**src/design/csk_pkg.sv**
```systemverilog
// types, constants and crc functions shared by the seed-to-key pipeline
package csk_pkg;

    typedef logic [7:0] t_byte;
    typedef t_byte [5:0] t_buf;
    typedef t_byte [6:0] t_crcs;

    localparam int NUM_CRC = 7;
    localparam t_byte CRC_POLY = 8'h1D;
    localparam t_byte CRC_INIT = 8'hFF;
    localparam logic [15:0] SECRET_RESET = 16'h1234;
    localparam logic [2:0] KEY_LENGTH = 3'd4;

    function automatic t_byte crc_update(input t_byte acc_in, input t_byte data);
        t_byte acc;
        acc = acc_in ^ data;
        for (int b = 0; b < 8; b++) begin
            if (acc[7]) begin
                acc = {acc[6:0], 1'b0} ^ CRC_POLY;
            end else begin
                acc = {acc[6:0], 1'b0};
            end
        end
        return acc;
    endfunction

    function automatic t_byte crc_six(input t_buf buf_in);
        t_byte acc;
        acc = CRC_INIT;
        for (int i = 0; i < 6; i++) begin
            acc = crc_update(acc, buf_in[i]);
        end
        return ~acc;
    endfunction

endpackage

```
**src/design/csk_stage.sv**
```systemverilog
// one pipeline stage: computes one chained crc and registers it with the beat
module csk_stage #(
    parameter int SLOT = 0
) (
    input  logic              i_clk,
    input  logic              i_rst_n,
    input  logic              i_load,
    input  logic              i_valid,
    input  logic [31:0]       i_seed,
    input  logic [15:0]       i_secret,
    input  csk_pkg::t_crcs    i_crcs,
    output logic              o_valid,
    output logic [31:0]       o_seed,
    output csk_pkg::t_crcs    o_crcs
);

    logic           r_valid;
    logic [31:0]    r_seed;
    csk_pkg::t_crcs r_crcs;
    csk_pkg::t_buf  w_base;
    csk_pkg::t_buf  w_buf;
    csk_pkg::t_crcs n_crcs;

    always_comb begin
        w_base[0] = i_seed[31:24];
        w_base[1] = i_seed[23:16];
        w_base[2] = i_seed[15:8];
        w_base[3] = i_seed[7:0];
        w_base[4] = i_secret[15:8];
        w_base[5] = i_secret[7:0];
        // previous crc replaces byte SLOT-1
        for (int i = 0; i < 6; i++) begin
            w_buf[i] = (i == SLOT - 1) ? i_crcs[i] : w_base[i];
        end
        n_crcs       = i_crcs;
        n_crcs[SLOT] = csk_pkg::crc_six(w_buf);
    end

    always_ff @(posedge i_clk) begin
        if (!i_rst_n) begin
            r_valid <= 1'b0;
        end else if (i_load) begin
            r_valid <= i_valid;
        end
    end

    always_ff @(posedge i_clk) begin
        if (i_load) begin
            r_seed <= i_seed;
            r_crcs <= n_crcs;
        end
    end

    assign o_valid = r_valid;
    assign o_seed  = r_seed;
    assign o_crcs  = r_crcs;

endmodule

```
**src/design/crc8_chained_seed_key.sv**
```systemverilog
// top level of the chained crc-8 seed-to-key pipeline
//
// input channel: i_valid / o_stall carry one 32-bit seed per beat in i_seed_word,
// first seed byte in bits 31..24. a beat is taken when i_valid is high and
// o_stall is low.
// output channel: o_valid / i_stall carry o_key_word (first key byte in bits
// 31..24) and o_key_length, which is always 4.
// configuration: i_wr_en with i_wr_data loads the 16-bit secret; write it only
// while no beat is in flight.
// pipeline: one register stage per chained crc, seven stages in all.
// throughput: one seed per cycle while o_stall is low; every stage holds one beat.
// reset (i_rst_n low at a clock edge) empties the pipeline and sets the
// secret to 0x1234.
// when the receiver stalls, the last stage holds its key and earlier stages
// keep advancing into empty slots; o_stall rises only once all seven are full.
module crc8_chained_seed_key (
    input  logic        i_clk,
    input  logic        i_rst_n,
    input  logic        i_valid,
    output logic        o_stall,
    input  logic [31:0] i_seed_word,
    output logic        o_valid,
    input  logic        i_stall,
    output logic [31:0] o_key_word,
    output logic [2:0]  o_key_length,
    input  logic        i_wr_en,
    input  logic [15:0] i_wr_data
);

    localparam int NS = csk_pkg::NUM_CRC;

    logic [15:0]    r_secret;
    logic [NS-1:0]  w_valid;
    logic [NS-1:0]  w_ready;
    logic [31:0]    w_seed [NS];
    csk_pkg::t_crcs w_crcs [NS];
    csk_pkg::t_crcs w_last;
    logic           w_tail_zero;

    always_ff @(posedge i_clk) begin
        if (!i_rst_n) begin
            r_secret <= csk_pkg::SECRET_RESET;
        end else if (i_wr_en) begin
            r_secret <= i_wr_data;
        end
    end

    // a stage loads when it is empty or its contents move on
    always_comb begin
        w_ready[NS-1] = !w_valid[NS-1] || !i_stall;
        for (int k = NS - 2; k >= 0; k--) begin
            w_ready[k] = !w_valid[k] || w_ready[k+1];
        end
    end

    for (genvar k = 0; k < NS; k++) begin : g_stage
        if (k == 0) begin : g_first
            csk_stage #(.SLOT(k)) u_stage (
                .i_clk    (i_clk),
                .i_rst_n  (i_rst_n),
                .i_load   (w_ready[k]),
                .i_valid  (i_valid),
                .i_seed   (i_seed_word),
                .i_secret (r_secret),
                .i_crcs   ('0),
                .o_valid  (w_valid[k]),
                .o_seed   (w_seed[k]),
                .o_crcs   (w_crcs[k])
            );
        end else begin : g_next
            csk_stage #(.SLOT(k)) u_stage (
                .i_clk    (i_clk),
                .i_rst_n  (i_rst_n),
                .i_load   (w_ready[k]),
                .i_valid  (w_valid[k-1]),
                .i_seed   (w_seed[k-1]),
                .i_secret (r_secret),
                .i_crcs   (w_crcs[k-1]),
                .o_valid  (w_valid[k]),
                .o_seed   (w_seed[k]),
                .o_crcs   (w_crcs[k])
            );
        end
    end

    assign w_last      = w_crcs[NS-1];
    assign w_tail_zero = (w_last[3] == '0) && (w_last[4] == '0) &&
                         (w_last[5] == '0) && (w_last[6] == '0);

    assign o_stall      = !w_ready[0];
    assign o_valid      = w_valid[NS-1];
    assign o_key_word   = w_tail_zero ? {w_last[1], w_last[2], w_last[3], w_last[4]}
                                      : {w_last[3], w_last[4], w_last[5], w_last[6]};
    assign o_key_length = csk_pkg::KEY_LENGTH;

endmodule

```
**config.mk**
```make
export PLATFORM = sky130hd
export DESIGN_NAME = crc8_chained_seed_key
export DESIGN_NICKNAME = d
export VERILOG_FILES = /design/src/design/csk_pkg.sv /design/src/design/csk_stage.sv /design/src/design/crc8_chained_seed_key.sv
export SDC_FILE = /design/constraint.sdc
export NUM_CORES = 1
export LEC_CHECK = 0
export BUFFER_PORTS_ARGS = -buffer_cell sky130_fd_sc_hd__clkbuf_2
export CELL_PAD_IN_SITES_DETAIL_PLACEMENT = 0
export CELL_PAD_IN_SITES_GLOBAL_PLACEMENT = 2
export CORE_UTILIZATION = 43
export DETAILED_ROUTE_END_ITERATION = 7
export PLACE_DENSITY = 0.84
export SYNTH_ARGS = -nofsm -noshare
export SYNTH_HDL_FRONTEND = slang
export SYNTH_SLANG_ARGS = --single-unit
```
**constraint.sdc**
```tcl
create_clock -name i_clk -period 4.7 [get_ports i_clk]
set_input_delay 0.94 -clock i_clk [delete_from_list [all_inputs] [get_ports i_clk]]
set_output_delay 0.94 -clock i_clk [all_outputs]
set_load 0.1 [all_outputs]
```
# Word level (Yosys, flattened, before mapping)
# Cells that the tools add are included.
# Widths: inputs -> output; s select.
[word_totals]
romBits = 0
ff_bits = 391
ram_bits = 0
word_cells = 781
latch_bits = 0
out_inout_bits = 37
mem_count = 0
inputBits = 53
[op_classes]
n_lt_le_gt_ge = 0
eq_ne = 0
bitwise = 385
addsub = 0
mux = 337
reduce_logical = 23
shift = 0
div_mod_pow = 0
mul = 0
[op_table]
columns = ["operator", "count"]
rows = [
  ["$mux 5", 336],
  ["$not 4->4", 336],
  ["$xor 8x8->8", 35],
  ["$not 8->8", 14],
  ["$logic_not 8->1", 4],
  ["$mux 32", 1],
  ["$logic_not 1->1", 9],
  ["$logic_or 1x1->1", 7],
  ["$logic_and 1x1->1", 3],
]

# Longest topological paths before layout
[depth]
depth_word = 103
depth_mapped = 11
depth_no_buf = 10

# Cells and area by module
# A second synthesis with hierarchy kept.
[hier_totals]
hier_cells = 1823
hier_area_um2 = 34924.7
[modules_own_cells]
columns = ["mod", "area_each_um2", "seq_area_each_um2", "instances", "cells_per_inst"]
rows = [
  ["csk_stage", 4824.6, 2662.6, 7, 240],
  ["crc8_chained_seed_key", 1152.4, 320.3, 1, 143],
]

# Least setup slack after synthesis
# Ideal clock, no wire load.
[synth_timing]
path_type = "input port to flip-flop"
startpoint = "input port i_seed_word[30]"
endpoint = "register g_stage[0].g_first.u_stage.r_crcs (netlist bit g_stage[0].g_first.u_stage.o_crcs[2]) (data pin)"
required_ns = 4.437
stages = 10
path_buffers = 0
setup_ns = 0.263
setup_slack_ns = 0.284
t_arrival_ns = 4.153
cell_sequence = "xnor2_2 > xnor3_4 > xor2_4 > xor2_1 > xor3_2 > xnor3_2 > xnor3_2 > xor2_1 > xor2_1 > xnor2_1"
[synth_rtl]
columns = ["item", "line", "text"]
rows = [
  ["from (decl)", "crc8_chained_seed_key.sv:21", "input logic [31:0] i_seed_word,"],
  ["to (signal assigned)", "csk_stage.sv:50", "r_crcs <= n_crcs;"],
  ["to (decl)", "csk_stage.sv:19", "csk_pkg::t_crcs r_crcs;"],
]

==> metrics.txt <==
Initial Utilization 43.7%; total of max-cap violations 0; Clk Latency, worst-skew pair 0.59 ns; die height 236 um; H-tree depth 2; number of synthesis warnings 0; n_diodes 0; Reg2Reg Setup Slack 0.32 ns; Tcrit/Tclk final 93.3%; clock slew at reported path FFs 0.06 ns; vias in the first global route 11900; top-area cell type share of the netlist area 46.9%; core area 53900 um^2; RSZ-0062 raised after global routing no; drt wl/cell 22.0 um; initial antenna violation count 0; GR Util All Layers 18.9%; CTS tree yes; Critical Path Source Type register; crit path launch g_stage[2].g_next.u_stage.o_seed[29]$_DFFE_PP_; top cell type by total area after synthesis edfxtp_1; io pins 90; Starting DRT DRC Count 670; largest net degree at the start of global routing 73; routability cong. 0.877; CTS buffer count 43; Min Clock Period, post-route 4.38 ns; Final #Nets 1651; 1st-pass router iterations 4; sequential cell area 11500 um^2; Mean Syn Cell Area 16.0 um^2; hold crit path type reg -> reg; Multi-input gate area 11800 um^2; Post-DP Area 24900 um^2; hold_buf cts 0; fill count 4548; Cells on Worst Hold Path 0; die area 55700 um^2; detailed-route DRC error count 0; row cnt 85; Hold Path Origin g_stage[2].g_next.u_stage.o_crcs[11]$_DFFE_PP_; FF-to-FF End g_stage[3].g_next.u_stage.o_crcs[27]$_DFFE_PP_; gr ovfl total 0; run status finished clean; Layout area overhead 12.3%; worst r2r src g_stage[2].g_next.u_stage.o_seed[29]$_DFFE_PP_; Setup WS pre-CTS 0.0200 ns; Pins Over Slew Limit 0; nature of the critical path endpoint register; post-layout instance area 26400 um^2; DIE WIDTH 236 um; Netlist cell types 30; Crit Path Category reg -> reg; sum of negative setup slack 0 ns; Antenna Nets Post-Route 0; post-synthesis instance area 23500 um^2; Port Buffers 86; via count 11200; Post-CTS Resized 0; final hold vios 0; flop and latch count out of synthesis 391; Clock Sinks 391; final WL 51300 um; Least-Margin Pin Slew 1.07 ns; postcts setup bufs 0; Fmax 0.228 GHz; count of final setup violators 0; synthesized instance count 1475; Slew HR 28.0%; Async SR Flop Fraction 0%; Max FO, Critical Path 5; root buffer cell clkbuf_16; Main synth FF type edfxtp_1; post-DP HPWL 40900 um; synth cell count leaders 558 x xnor2_1, 368 x edfxtp_1, 179 x xor2_1; via density per instance 4.80; post-synthesis sequential area ratio 48.9%; Hold Path Sink g_stage[3].g_next.u_stage.o_crcs[11]$_DFFE_PP_; Fin Hold WS 0.415 ns; count leader, synth xnor2_1; number of flops mapped to enable cells by yosys 368; layout cell share with drive strength beyond 1 15.2%; Clock Path Buffers 3; final worst slack 0.316 ns; worst path required time 5.02 ns; clk_skew 0.0231 ns; crit path DAT 4.70 ns; first-pass GRT wire length 76600 um; Synth area leaders edfxtp_1 47%, xnor2_1 21%, xnor3_1 13%, xor2_1 6.7%, xor3_1 2.8%; Worst Reg2Reg Path Length in Cells 10
==> worst max path at each step <==
stage                                                           to  slack, ns
floorplan           g_stage[0].g_first.u_stage.o_crcs[2]$_DFFE_PN_       0.28
global placement    g_stage[0].g_first.u_stage.o_crcs[7]$_DFFE_PN_       0.12
detailed placement  g_stage[0].g_first.u_stage.o_crcs[7]$_DFFE_PN_       0.02
CTS                 g_stage[3].g_next.u_stage.o_crcs[27]$_DFFE_PP_       0.29
global route        g_stage[5].g_next.u_stage.o_crcs[43]$_DFFE_PP_       0.17
finish              g_stage[3].g_next.u_stage.o_crcs[27]$_DFFE_PP_       0.32
==> cell type report <==
class / instances / area share [%]
well taps: 696 / 3.29
multi-input cells: 1034 / 44.8
clock buffers: 51 / 4.22
clock inverters: 29 / 1.44
flip-flops and latches: 391 / 43.5
inverters: 4 / 0.0568
repair buffers: 124 / 2.71
==> kinds of logic after synthesis <==
group           count (synthesis)  share of synthesized area, %
flops                         391                          48.9
simple gates                   37                         0.877
buf+inv                        51                         0.919
compound gates                 23                         0.701
xor+xnor                      955                          47.9
mux                            16                         0.680
other cells                     2                        0.0319
==> registers in the layout, indices dropped and copies added, names as in the netlist <==
name / cells
g_stage.g_first.u_stage.o_crcs: 8
g_stage.g_first.u_stage.o_valid: 1
g_stage.g_next.u_stage.o_crcs: 168
g_stage.g_next.u_stage.o_valid: 6
g_stage.g_next.u_stage.o_seed: 160
r_secret: 16
g_stage.g_first.u_stage.o_seed: 32
==> through the flow <==
| step | std cells | utilization (%) |
|---|---|---|
| after global placement | 2249 | 46.3 |
| after floorplan | 1476 | - |
| after detailed placement | 2249 | 46.3 |
| after CTS | 2329 | 49.0 |
| final | 2329 | 49.0 |
| after global routing | 2329 | 49.0 |
==> critical path: stages (launching register included) <==
cell and delay [ns]:
edfxtp_1 0.55, xnor2_2 0.26, xnor2_4 0.36, xnor3_1 0.43, xnor3_1 0.45, xnor3_2 0.44, xnor3_2 0.45, xnor3_2 0.43
xnor2_2 0.20, xor2_1 0.29, xor3_1 0.27
==> cell usage in the layout (no fill, tap or decap), types with 4 or more instances in the layout <==
cell type | netlist | routed
edfxtp_1 | 368 | 368
nand2_2 | 0 | 4
buf_4 | 4 | 38
clkbuf_16 | 0 | 43
xor2_1 | 179 | 179
nor2b_1 | 14 | 14
xor2_2 | 4 | 4
xnor3_2 | 12 | 12
clkinvlp_4 | 0 | 4
clkinv_1 | 0 | 4
bufinv_16 | 0 | 7
xnor2_2 | 23 | 23
nand2_1 | 9 | 5
xnor2_1 | 558 | 558
nor4_1 | 8 | 8
mux2i_1 | 16 | 16
clkinv_2 | 0 | 6
clkbuf_1 | 36 | 7
clkbuf_2 | 0 | 86
a21o_1 | 16 | 16
xnor3_1 | 141 | 141
o21a_1 | 4 | 4
xor3_1 | 28 | 28
dfxtp_1 | 23 | 23
xor3_2 | 5 | 5
==> routing by layer <==
layer / share of wire [%] / vias up / global-route usage (%)
li1: - / 5289 / -
met1: 41 / 5588 / 23.1
met2: 51 / 223 / 33.4
met3: 3.3 / 84 / 2.46
met4: 3.9 / 0 / 8.18
met5: 0 / - / 0
Power is not shown: default switching activity piles up to over one toggle a cycle in this logic, so the estimate is an artifact.
